**src/sv/frbd_pkg.sv**
```systemverilog
`timescale 1ns / 1ps
// shared types, constants and sequencer codes for the frame rate burst decimator
package frbd_pkg;

    localparam int TIME_W             = 48;
    localparam int PERIOD_W           = 32;
    localparam int INDEX_W            = 32;
    localparam int RATE_W             = 32;
    localparam int BURST_W            = 16;
    localparam int POS_W              = BURST_W + 1;
    localparam int PROD_W             = TIME_W + RATE_W;
    localparam int MUL_STEPS          = RATE_W;
    localparam int CFG_IDX_W          = 2;
    localparam int CFG_DATA_W         = 32;
    localparam int DEF_TIME_FRAC_BITS = 24;

    localparam logic [RATE_W-1:0] RATE_RESET = RATE_W'(32'h0001_0000);

    typedef enum logic [CFG_IDX_W-1:0] {
        CFG_TARGET_RATE = 2'd0,
        CFG_BURST_PASS  = 2'd1,
        CFG_BURST_SKIP  = 2'd2,
        CFG_RENUMBER    = 2'd3
    } cfg_reg_t;

    typedef enum logic [3:0] {
        ST_IDLE,
        ST_TIME,
        ST_MUL,
        ST_CMP,
        ST_MOD,
        ST_ADDP,
        ST_GATE,
        ST_RESULT
    } state_t;

    // sequencer to datapath
    typedef struct packed {
        logic in_ready;
        logic do_capture;
        logic do_time;
        logic do_mul;
        logic do_cmp;
        logic do_mod;
        logic do_addp;
        logic do_gate;
        logic out_load;
    } ctrl_t;

    // datapath to sequencer
    typedef struct packed {
        logic in_valid;
        logic timed;
        logic first;
        logic cmp_drop;
        logic burst_en;
        logic out_free;
    } stat_t;

endpackage

```
**src/sv/frbd_in_if.sv**
```systemverilog
`timescale 1ns / 1ps
// input channel: one frame timestamp word per handshake
interface frbd_in_if
    import frbd_pkg::*;
();
    logic                valid;
    logic                ready;
    logic                time_present;
    logic                frame_present;
    logic [TIME_W-1:0]   frame_time;
    logic [PERIOD_W-1:0] source_period;
    logic [INDEX_W-1:0]  frame_index;

    modport source (
        output valid, time_present, frame_present, frame_time, source_period, frame_index,
        input  ready
    );
    modport sink (
        input  valid, time_present, frame_present, frame_time, source_period, frame_index,
        output ready
    );
endinterface

```
**src/sv/frbd_out_if.sv**
```systemverilog
`timescale 1ns / 1ps
// output channel: one pass or drop decision word per handshake
interface frbd_out_if
    import frbd_pkg::*;
();
    logic               valid;
    logic               ready;
    logic               pass_frame;
    logic [INDEX_W-1:0] frame_index_out;
    logic               frame_present_out;

    modport source (
        output valid, pass_frame, frame_index_out, frame_present_out,
        input  ready
    );
    modport sink (
        input  valid, pass_frame, frame_index_out, frame_present_out,
        output ready
    );
endinterface

```
**src/sv/frame_rate_burst_decimator.sv**
```systemverilog
`timescale 1ns / 1ps
// an untimed word goes from acceptance straight to the result; a timed word takes the time update,
// the multiply and the rate test, and the burst modulo and gate unless the rate test drops it or
// the burst gate is off; the multiply takes 32 steps and the modulo one step per bin bit plus one
// on one adder; the block takes no new word until the current one is done
// a finished result waits in the output register; a full one holds the sequencer until taken
// reset (rst_n, asynchronous, active low) restores the register defaults and clears all state
module frame_rate_burst_decimator
    import frbd_pkg::*;
#(
    parameter int TIME_FRAC_BITS = DEF_TIME_FRAC_BITS
) (
    input  logic                  clk,
    input  logic                  rst_n,
    input  logic                  cfg_we,
    input  logic [CFG_IDX_W-1:0]  cfg_index,
    input  logic [CFG_DATA_W-1:0] cfg_data,
    frbd_in_if.sink               in_ch,
    frbd_out_if.source            out_ch
);
    // bin = product >> (frac + 16), so the bin keeps the upper 64 - frac bits of the product
    localparam int BIN_LSB = TIME_FRAC_BITS + 16;
    localparam int BIN_W   = PROD_W - BIN_LSB;
    // elapsed bins plus burst position need one bit more than a bin
    localparam int ELAP_W  = BIN_W + 1;
    localparam int ALU_W   = (ELAP_W > TIME_W + 1) ? ELAP_W : TIME_W + 1;

    ctrl_t ctrl;
    stat_t stat;

    // configuration registers
    logic [RATE_W-1:0]  rate_reg;
    logic [BURST_W-1:0] pass_cnt_reg;
    logic [BURST_W-1:0] skip_cnt_reg;
    logic               renum_reg;

    // captured input word
    logic                tp_reg;
    logic                fp_reg;
    logic [TIME_W-1:0]   ftime_reg;
    logic [PERIOD_W-1:0] period_reg;
    logic [INDEX_W-1:0]  findex_reg;

    // timing and burst state
    logic [TIME_W-1:0]  cur_time_reg;
    logic [BIN_W-1:0]   last_bin_reg;
    logic [POS_W-1:0]   pos_reg;
    logic [INDEX_W-1:0] out_count_reg;
    logic               first_reg;

    // working registers
    logic [PROD_W-1:0] prod_reg;
    logic [ELAP_W-1:0] elapsed_reg;
    logic [POS_W:0]    rem_reg;
    logic [POS_W-1:0]  mod_reg;
    logic              drop_reg;

    // output register
    logic               ov_reg;
    logic               opass_reg;
    logic [INDEX_W-1:0] oidx_reg;
    logic               opres_reg;

    // shared adder
    logic [ALU_W-1:0] alu_a, alu_b, alu_res;
    logic             alu_sub, alu_carry;

    logic [BIN_W-1:0] bin;
    logic [POS_W:0]   mod_trial;
    logic [POS_W-1:0] pos_next;
    logic             burst_en;
    logic             cmp_drop;

    assign bin       = prod_reg[PROD_W-1:BIN_LSB];
    assign burst_en  = (pass_cnt_reg != '0) && (skip_cnt_reg != '0);
    // long division of position plus elapsed bins by the burst cycle length,
    // one bit shifted in per step
    assign mod_trial = {rem_reg[POS_W-1:0], elapsed_reg[ELAP_W-1]};
    // frame is late enough only when its bin is strictly above the last passed bin
    assign cmp_drop  = !alu_carry || (alu_res[BIN_W-1:0] == '0);
    // remainder left by the division is the new burst position
    assign pos_next  = rem_reg[POS_W-1:0];

    assign stat.in_valid = in_ch.valid;
    assign stat.timed    = in_ch.time_present || in_ch.frame_present;
    assign stat.first    = first_reg;
    assign stat.cmp_drop = cmp_drop;
    assign stat.burst_en = burst_en;
    assign stat.out_free = !ov_reg || out_ch.ready;

    frbd_seq #(
        .MOD_STEPS (ELAP_W)
    ) u_seq (
        .clk   (clk),
        .rst_n (rst_n),
        .stat  (stat),
        .ctrl  (ctrl)
    );

    // operand selection for the shared adder
    always_comb
    begin
        alu_a   = '0;
        alu_b   = '0;
        alu_sub = 1'b0;
        if (ctrl.do_time)
        begin
            alu_a = ALU_W'(cur_time_reg);
            alu_b = ALU_W'(period_reg);
        end
        else if (ctrl.do_mul)
        begin
            alu_a = ALU_W'(prod_reg[PROD_W-1:RATE_W]);
            alu_b = prod_reg[0] ? ALU_W'(cur_time_reg) : '0;
        end
        else if (ctrl.do_cmp)
        begin
            alu_a   = ALU_W'(bin);
            alu_b   = ALU_W'(last_bin_reg);
            alu_sub = 1'b1;
        end
        else if (ctrl.do_addp)
        begin
            alu_a = ALU_W'(elapsed_reg);
            alu_b = ALU_W'(pos_reg);
        end
        else if (ctrl.do_mod)
        begin
            alu_a   = ALU_W'(mod_trial);
            alu_b   = ALU_W'(mod_reg);
            alu_sub = 1'b1;
        end
    end

    frbd_alu #(
        .W (ALU_W)
    ) u_alu (
        .a     (alu_a),
        .b     (alu_b),
        .sub   (alu_sub),
        .res   (alu_res),
        .carry (alu_carry)
    );

    // configuration port; the user must write it only while idle, the block itself does not enforce this
    always_ff @(posedge clk or negedge rst_n)
    begin
        if (!rst_n)
        begin
            rate_reg     <= RATE_RESET;
            pass_cnt_reg <= '0;
            skip_cnt_reg <= '0;
            renum_reg    <= 1'b0;
        end
        else if (cfg_we)
        begin
            case (cfg_reg_t'(cfg_index))
                CFG_TARGET_RATE: rate_reg     <= cfg_data[RATE_W-1:0];
                CFG_BURST_PASS:  pass_cnt_reg <= cfg_data[BURST_W-1:0];
                CFG_BURST_SKIP:  skip_cnt_reg <= cfg_data[BURST_W-1:0];
                CFG_RENUMBER:    renum_reg    <= cfg_data[0];
                default:         renum_reg    <= renum_reg;
            endcase
        end
    end

    // control state
    always_ff @(posedge clk or negedge rst_n)
    begin
        if (!rst_n)
        begin
            cur_time_reg  <= '0;
            last_bin_reg  <= '0;
            pos_reg       <= '0;
            out_count_reg <= '0;
            first_reg     <= 1'b1;
            drop_reg      <= 1'b0;
            ov_reg        <= 1'b0;
        end
        else
        begin
            if (ctrl.do_capture)
                drop_reg <= 1'b0;

            // frame time: given, or previous plus period saturating at full scale
            if (ctrl.do_time)
            begin
                if (tp_reg)
                    cur_time_reg <= ftime_reg;
                else if (alu_res[TIME_W])
                    cur_time_reg <= '1;
                else
                    cur_time_reg <= alu_res[TIME_W-1:0];
            end

            if (ctrl.do_cmp)
            begin
                if (first_reg)
                begin
                    first_reg    <= 1'b0;
                    last_bin_reg <= bin;
                end
                else if (cmp_drop)
                    drop_reg <= 1'b1;
                else
                    last_bin_reg <= bin;
            end

            // burst gate passes only while the position is in 1..pass count
            if (ctrl.do_gate)
            begin
                pos_reg  <= pos_next;
                drop_reg <= (pos_next == '0) || (pos_next > POS_W'(pass_cnt_reg));
            end

            if (ctrl.out_load)
            begin
                ov_reg <= 1'b1;
                if (!drop_reg && renum_reg)
                    out_count_reg <= out_count_reg + 1'b1;
            end
            else if (out_ch.ready)
                ov_reg <= 1'b0;
        end
    end

    // payload registers
    always_ff @(posedge clk)
    begin
        if (ctrl.do_capture)
        begin
            tp_reg     <= in_ch.time_present;
            fp_reg     <= in_ch.frame_present;
            ftime_reg  <= in_ch.frame_time;
            period_reg <= in_ch.source_period;
            findex_reg <= in_ch.frame_index;
        end

        if (ctrl.do_time)
        begin
            prod_reg <= {{TIME_W{1'b0}}, rate_reg};
            mod_reg  <= {1'b0, pass_cnt_reg} + {1'b0, skip_cnt_reg};
        end

        // shift-add multiply, low bits of the rate retire as the product moves in
        if (ctrl.do_mul)
            prod_reg <= {alu_res[TIME_W:0], prod_reg[RATE_W-1:1]};

        if (ctrl.do_cmp)
        begin
            rem_reg     <= '0;
            elapsed_reg <= first_reg ? ELAP_W'(1) : ELAP_W'(alu_res[BIN_W-1:0]);
        end

        // old position joins the dividend, so any stale position is reduced too
        if (ctrl.do_addp)
            elapsed_reg <= alu_res[ELAP_W-1:0];

        if (ctrl.do_mod)
        begin
            rem_reg     <= alu_carry ? alu_res[POS_W:0] : mod_trial;
            elapsed_reg <= {elapsed_reg[ELAP_W-2:0], 1'b0};
        end

        if (ctrl.out_load)
        begin
            if (drop_reg)
            begin
                opass_reg <= 1'b0;
                oidx_reg  <= '0;
                opres_reg <= 1'b0;
            end
            else if (renum_reg)
            begin
                opass_reg <= 1'b1;
                oidx_reg  <= out_count_reg;
                opres_reg <= 1'b1;
            end
            else
            begin
                opass_reg <= 1'b1;
                oidx_reg  <= fp_reg ? findex_reg : '0;
                opres_reg <= fp_reg;
            end
        end
    end

    assign in_ch.ready              = ctrl.in_ready;
    assign out_ch.valid             = ov_reg;
    assign out_ch.pass_frame        = opass_reg;
    assign out_ch.frame_index_out   = oidx_reg;
    assign out_ch.frame_present_out = opres_reg;

endmodule

```
**src/sv/frbd_alu.sv**
```systemverilog
`timescale 1ns / 1ps
// shared add / subtract unit with carry out
module frbd_alu
    import frbd_pkg::*;
#(
    parameter int W = 49
) (
    input  logic [W-1:0] a,
    input  logic [W-1:0] b,
    input  logic         sub,
    output logic [W-1:0] res,
    output logic         carry
);
    logic [W:0] sum;

    // on subtract, carry set means no borrow (a >= b)
    assign sum   = {1'b0, a} + {1'b0, (sub ? ~b : b)} + {{W{1'b0}}, sub};
    assign res   = sum[W-1:0];
    assign carry = sum[W];
endmodule

```
**src/sv/frbd_seq.sv**
```systemverilog
`timescale 1ns / 1ps
// sequencer: steps one word through time update, multiply, compare, modulo and burst gate to the result
module frbd_seq
    import frbd_pkg::*;
#(
    parameter int MOD_STEPS = 41
) (
    input  logic  clk,
    input  logic  rst_n,
    input  stat_t stat,
    output ctrl_t ctrl
);
    localparam int STEPS_MAX = (MOD_STEPS > MUL_STEPS) ? MOD_STEPS : MUL_STEPS;
    localparam int CNT_W     = $clog2(STEPS_MAX);

    state_t           state_reg, state_next;
    logic [CNT_W-1:0] cnt_reg, cnt_next;
    logic             mul_last, mod_last;

    assign mul_last = (cnt_reg == CNT_W'(MUL_STEPS - 1));
    assign mod_last = (cnt_reg == CNT_W'(MOD_STEPS - 1));

    always_ff @(posedge clk or negedge rst_n)
    begin
        if (!rst_n)
        begin
            state_reg <= ST_IDLE;
            cnt_reg   <= '0;
        end
        else
        begin
            state_reg <= state_next;
            cnt_reg   <= cnt_next;
        end
    end

    // next state
    always_comb
    begin
        state_next = state_reg;
        cnt_next   = '0;
        case (state_reg)
            ST_IDLE:
            begin
                if (stat.in_valid)
                    state_next = stat.timed ? ST_TIME : ST_RESULT;
            end
            ST_TIME:
                state_next = ST_MUL;
            ST_MUL:
            begin
                if (mul_last)
                    state_next = ST_CMP;
                else
                    cnt_next = cnt_reg + 1'b1;
            end
            ST_CMP:
            begin
                if (!stat.first && stat.cmp_drop)
                    state_next = ST_RESULT;
                else
                    state_next = stat.burst_en ? ST_ADDP : ST_RESULT;
            end
            ST_ADDP:
                state_next = ST_MOD;
            ST_MOD:
            begin
                if (mod_last)
                    state_next = ST_GATE;
                else
                    cnt_next = cnt_reg + 1'b1;
            end
            ST_GATE:
                state_next = ST_RESULT;
            ST_RESULT:
            begin
                if (stat.out_free)
                    state_next = ST_IDLE;
            end
            default:
                state_next = ST_IDLE;
        endcase
    end

    // outputs
    always_comb
    begin
        ctrl = '0;
        case (state_reg)
            ST_IDLE:
            begin
                ctrl.in_ready   = 1'b1;
                ctrl.do_capture = stat.in_valid;
            end
            ST_TIME:   ctrl.do_time  = 1'b1;
            ST_MUL:    ctrl.do_mul   = 1'b1;
            ST_CMP:    ctrl.do_cmp   = 1'b1;
            ST_MOD:    ctrl.do_mod   = 1'b1;
            ST_ADDP:   ctrl.do_addp  = 1'b1;
            ST_GATE:   ctrl.do_gate  = 1'b1;
            ST_RESULT: ctrl.out_load = stat.out_free;
            default:   ctrl = '0;
        endcase
    end
endmodule

```
**src/flat_wrapper.sv**
```systemverilog
// flat-port wrapper written by rule: the top's interface ports become plain ports
module frame_rate_burst_decimator_flat import frbd_pkg::*;
#(
    parameter int TIME_FRAC_BITS = DEF_TIME_FRAC_BITS
)
  (clk, rst_n, cfg_we, cfg_index, cfg_data, in_ch_valid, in_ch_time_present, in_ch_frame_present, in_ch_frame_time, in_ch_source_period, in_ch_frame_index, in_ch_ready, out_ch_valid, out_ch_pass_frame, out_ch_frame_index_out, out_ch_frame_present_out, out_ch_ready);
  frbd_in_if in_ch_i ();
  frbd_out_if out_ch_i ();
  input  logic clk;
  input  logic rst_n;
  input  logic cfg_we;
  input  logic [CFG_IDX_W-1:0] cfg_index;
  input  logic [CFG_DATA_W-1:0] cfg_data;
  input wire logic [$bits(in_ch_i.valid)-1:0] in_ch_valid;
  input wire logic [$bits(in_ch_i.time_present)-1:0] in_ch_time_present;
  input wire logic [$bits(in_ch_i.frame_present)-1:0] in_ch_frame_present;
  input wire logic [$bits(in_ch_i.frame_time)-1:0] in_ch_frame_time;
  input wire logic [$bits(in_ch_i.source_period)-1:0] in_ch_source_period;
  input wire logic [$bits(in_ch_i.frame_index)-1:0] in_ch_frame_index;
  output wire logic [$bits(in_ch_i.ready)-1:0] in_ch_ready;
  output wire logic [$bits(out_ch_i.valid)-1:0] out_ch_valid;
  output wire logic [$bits(out_ch_i.pass_frame)-1:0] out_ch_pass_frame;
  output wire logic [$bits(out_ch_i.frame_index_out)-1:0] out_ch_frame_index_out;
  output wire logic [$bits(out_ch_i.frame_present_out)-1:0] out_ch_frame_present_out;
  input wire logic [$bits(out_ch_i.ready)-1:0] out_ch_ready;
  assign in_ch_i.valid = in_ch_valid;
  assign in_ch_i.time_present = in_ch_time_present;
  assign in_ch_i.frame_present = in_ch_frame_present;
  assign in_ch_i.frame_time = in_ch_frame_time;
  assign in_ch_i.source_period = in_ch_source_period;
  assign in_ch_i.frame_index = in_ch_frame_index;
  assign in_ch_ready = in_ch_i.ready;
  assign out_ch_valid = out_ch_i.valid;
  assign out_ch_pass_frame = out_ch_i.pass_frame;
  assign out_ch_frame_index_out = out_ch_i.frame_index_out;
  assign out_ch_frame_present_out = out_ch_i.frame_present_out;
  assign out_ch_i.ready = out_ch_ready;
  frame_rate_burst_decimator #(.TIME_FRAC_BITS(TIME_FRAC_BITS)) u_core (.clk(clk), .rst_n(rst_n), .cfg_we(cfg_we), .cfg_index(cfg_index), .cfg_data(cfg_data), .in_ch(in_ch_i), .out_ch(out_ch_i));
endmodule
```
**config.mk**
```make
export PLATFORM = sky130hd
export DESIGN_NAME = frame_rate_burst_decimator_flat
export DESIGN_NICKNAME = d
export VERILOG_FILES = /design/src/sv/frbd_pkg.sv /design/src/sv/frbd_in_if.sv /design/src/sv/frbd_out_if.sv /design/src/sv/frame_rate_burst_decimator.sv /design/src/sv/frbd_alu.sv /design/src/sv/frbd_seq.sv /design/src/flat_wrapper.sv
export SDC_FILE = /design/constraint.sdc
export NUM_CORES = 1
export LEC_CHECK = 0
export BUFFER_PORTS_ARGS = -buffer_cell sky130_fd_sc_hd__buf_2
export CAP_MARGIN = 20
export CORE_UTILIZATION = 55
export DETAILED_ROUTE_END_ITERATION = 10
export GPL_TIMING_DRIVEN = 1
export HOLD_SLACK_MARGIN = 0.12
export PLACE_DENSITY = 0.88
export SYNTH_ARGS = -nofsm -noshare
export SYNTH_HDL_FRONTEND = slang
export SYNTH_HIERARCHICAL = 1
export SYNTH_SLANG_ARGS = --single-unit
```
**constraint.sdc**
```tcl
create_clock -name clk -period 9 [get_ports clk]
set_clock_uncertainty 0.2 [all_clocks]
set_input_delay 0.9 -clock clk [delete_from_list [all_inputs] [get_ports clk]]
set_output_delay 0.9 -clock clk [all_outputs]
set_load 0.01 [all_outputs]
```
==> metrics <==
outcome finished, final reports clean; PD cells between 400 and 500 nW/um^2; Total Nets Final ~2,600; H-tree Lvls 2; most common cell in the netlist edfxtp_1; Final WS setup 1.07 ns; Starting Density 0.557; share of the synthesized area in the top cell type 0.342; Die Height 222 um; Die Wd approximately 220 um; FF-to-FF path depth 22; Worst Path Arrival 8.22 ns; antenna violations before repair 2; cell taking the most area after synthesis edfxtp_1; Synth area leaders edfxtp_1 34%, dfrtp_1 20%, mux2_1 5.8%; site row count 80; worst vdd ir around 0.00024 V; Crit Path Max Fanout 40; Critical Path Start Type register; Hold Path Sink u_core/period_reg[9]; drt wl/cell approximately 24 um; DRC errors left 0; vias per cell around 6.5; DP Worst Slack 1.25 ns; Cell Int Power 6990 uW; Period minus WS final just under 8 ns; Async S/R FF share, synth 0.414; r2r endpoint u_core/last_bin_reg[26]; critical path's slowest cell nor2_4; Max-cap violations 0; worst r2r src u_core/u_seq/state_reg[0]; Leakage 0.0125 uW; RSZ-0062 raised after global routing false; hold path startpoint in_ch_source_period[9]; Post-synth EDFFs just over 300; hpwl dp 49.1 mm; clock sinks roughly 520; Comb power frac 0.497; hold-critical path depth 1; CTS max path bufs 3; Mapped Area between 20,000 and 30,000 um^2; Fin. Hold Viols 0; worst slew pin tran about 1.1 ns; Root Buffer clkbuf_16; Finish-stage setup viols 0; Num CTS Buffers between 50 and 60; Post-Route WL slightly above 70 mm; largest net degree at the start of global routing approximately 220; Top FF cell, synth edfxtp_1; Cells after Synth 2,242; max reg flops 80; post-synthesis cell type count 98; WS Path Type register to register; WP data required around 9.3 ns; First-pass DRT Iterations 7; Routed Antenna Nets 0; Fin Setup TNS 0 ns; port bufs approximately 190; area grow syn2layout 12.9%; cells along the critical path inv_1, nand3_1, inv_4, or2_4, nor2_4, buf_4, xor2_1, ha_1, nand2_1, nor3b_4, o211ai_1, a211o_2, a21oi_4, nor2b_1, a21oi_1, xnor2_1, nor4_1, nand4_1, o31ai_4, and2b_2, or2b_4, mux2_1; Total Die Area approximately 49,000 um^2; Synth top cells by count 302 x edfxtp_1, 212 x dfrtp_1, 136 x mux2_1; vias in the first global route between 15,000 and 20,000; gp weighted congestion 0.977; clock-pin slew on the worst setup and hold paths around 0.060 ns; slowest stage delay, CP approximately 0.76 ns; switching portion of total power 0.444; Slew headroom 0.265; Clock power frac 0.187; first-pass GRT wire length between 100 and 150 mm; vias 19,900; crit path capture type register; Detailed Route Iter0 Violations approximately 2,300; CTS resizes 0; CTS tree done; fin crit share 0.881; worst skew pair latency 0.63 ns; sequential fraction of the synthesis area 0.544; GRT Overall Usage 0.294; hold crit path type input pin to register; Final Slew Violations 0; Flop pwr share 0.316; Net Sw Power ~5600 uW; syn avg cell area 11.8 um^2; floorplan core area 47,600 um^2; num ports about 190; grt ovf 0; flops & latches, synth 517; Yosys warnings 6; Max Clk Rate about 130 MHz; layout cells sized above 1 0.157; Reg2Reg Setup Slack around 1.1 ns; share of the core filled with cells 0.629
[cells by family (layout without fill, tap and decap cells)]
kind of cell / count (synthesis) / after routing / synth area share
xor gates and xnor gates: 139 / 139 / 0.0459
muxes: 171 / 171 / 0.0717
adders and majority gates: 90 / 90 / 0.0430
and+or+nand+nor: 462 / 462 / 0.0897
AOI/OAI and AO/OA: 624 / 624 / 0.170
buffers and inverters: 238 / 430 / 0.0358
other: 1 / 3 / 0.000141
DFF: 517 / 517 / 0.544
[layer usage]
metal,vias to the layer above,share of wire,global-route usage
met5,-,0.00025,0
met4,2,0.038,0.114
met3,197,0.088,0.0595
met2,1079,0.48,0.473
met1,9833,0.40,0.394
li1,8753,-,-
[worst max-delay path: cells and delay by family (launching register included)]
family	cells	cell delay (ns)
AOI/OAI and AO/OA	5	1.27
DFF	1	0.52
muxes	1	0.40
and+or+nand+nor	10	3.58
buffers and inverters	3	0.96
xor gates and xnor gates	2	0.35
adders and majority gates	1	0.37
[worst max-delay path by stage]
| stage | startpoint | end | slack, ns | depth (start not counted) |
|---|---|---|---|---|
| 2_1_floorplan | u_core/u_seq/state_reg[1] | u_core/last_bin_reg[29] | 0.82 | 25 |
| 3_3_place_gp | u_core/u_seq/state_reg[0] | u_core/last_bin_reg[13] | 1.45 | 23 |
| 3_5_place_dp | u_core/u_seq/state_reg[1] | u_core/last_bin_reg[14] | 1.25 | 22 |
| 4_1_cts | u_core/u_seq/state_reg[0] | u_core/last_bin_reg[26] | 1.19 | 23 |
| 5_1_grt | u_core/u_seq/state_reg[0] | u_core/last_bin_reg[26] | 0.69 | 22 |
| 6_report | u_core/u_seq/state_reg[0] | u_core/last_bin_reg[26] | 1.07 | 22 |
[cell usage in the layout, fill, tap and decap left out, drive strengths merged, types with 56 or more instances in the layout]
cell,n
inv,106
nor2,98
and2,56
mux2,151
ha,88
edfxtp,302
clkbuf,75
nand2,98
buf,221
xor2,91
dfrtp,212
a21oi,112
o21ai,141
a22o,85
[final cells by class]
type / count / area [um^2]
flip-flops and latches: 517 / 14400
clock buffers: 75 / 1570
repair buffers: 222 / 1230
clock inverters: 29 / 325
fillers: 3458 / 17700
well taps: 615 / 769
inverters: 104 / 394
diodes: 1 / 2.50
multi-input cells: 1488 / 11200
[through the flow]
step           cell area (um^2)  total power [uW]  instances  hold WS (ns)
3_3_place_gp              28000              9820       2944         0.260
2_1_floorplan             26600              8130       2243         0.242
6_report                  30000             12600       3051         0.245
5_1_grt                   30000             13200       3051         0.224
3_5_place_dp              28000              9980       2944         0.268
4_1_cts                   29900             12400       3049         0.214
[repair_timing]
| action | 4_1_cts | 5_1_grt |
|---|---|---|
| endpoints found under the setup margin | 0 | 0 |
| endpoints found under the hold margin | 60 | 0 |
| buffers inserted | 0 | 0 |
| hold buffers | 1 | 0 |
[power by group through the flow]
stage / Combinational, uW / Sequential [uW] / Clock [uW]
floorplan: 4350 / 3780 / 0
global placement: 5880 / 3950 / 0
detailed placement: 6010 / 3980 / 0
CTS: 6070 / 3950 / 2380
global route: 6690 / 4020 / 2480
finish: 6250 / 3970 / 2350
Note: power is estimated with default switching activity, not from simulation.
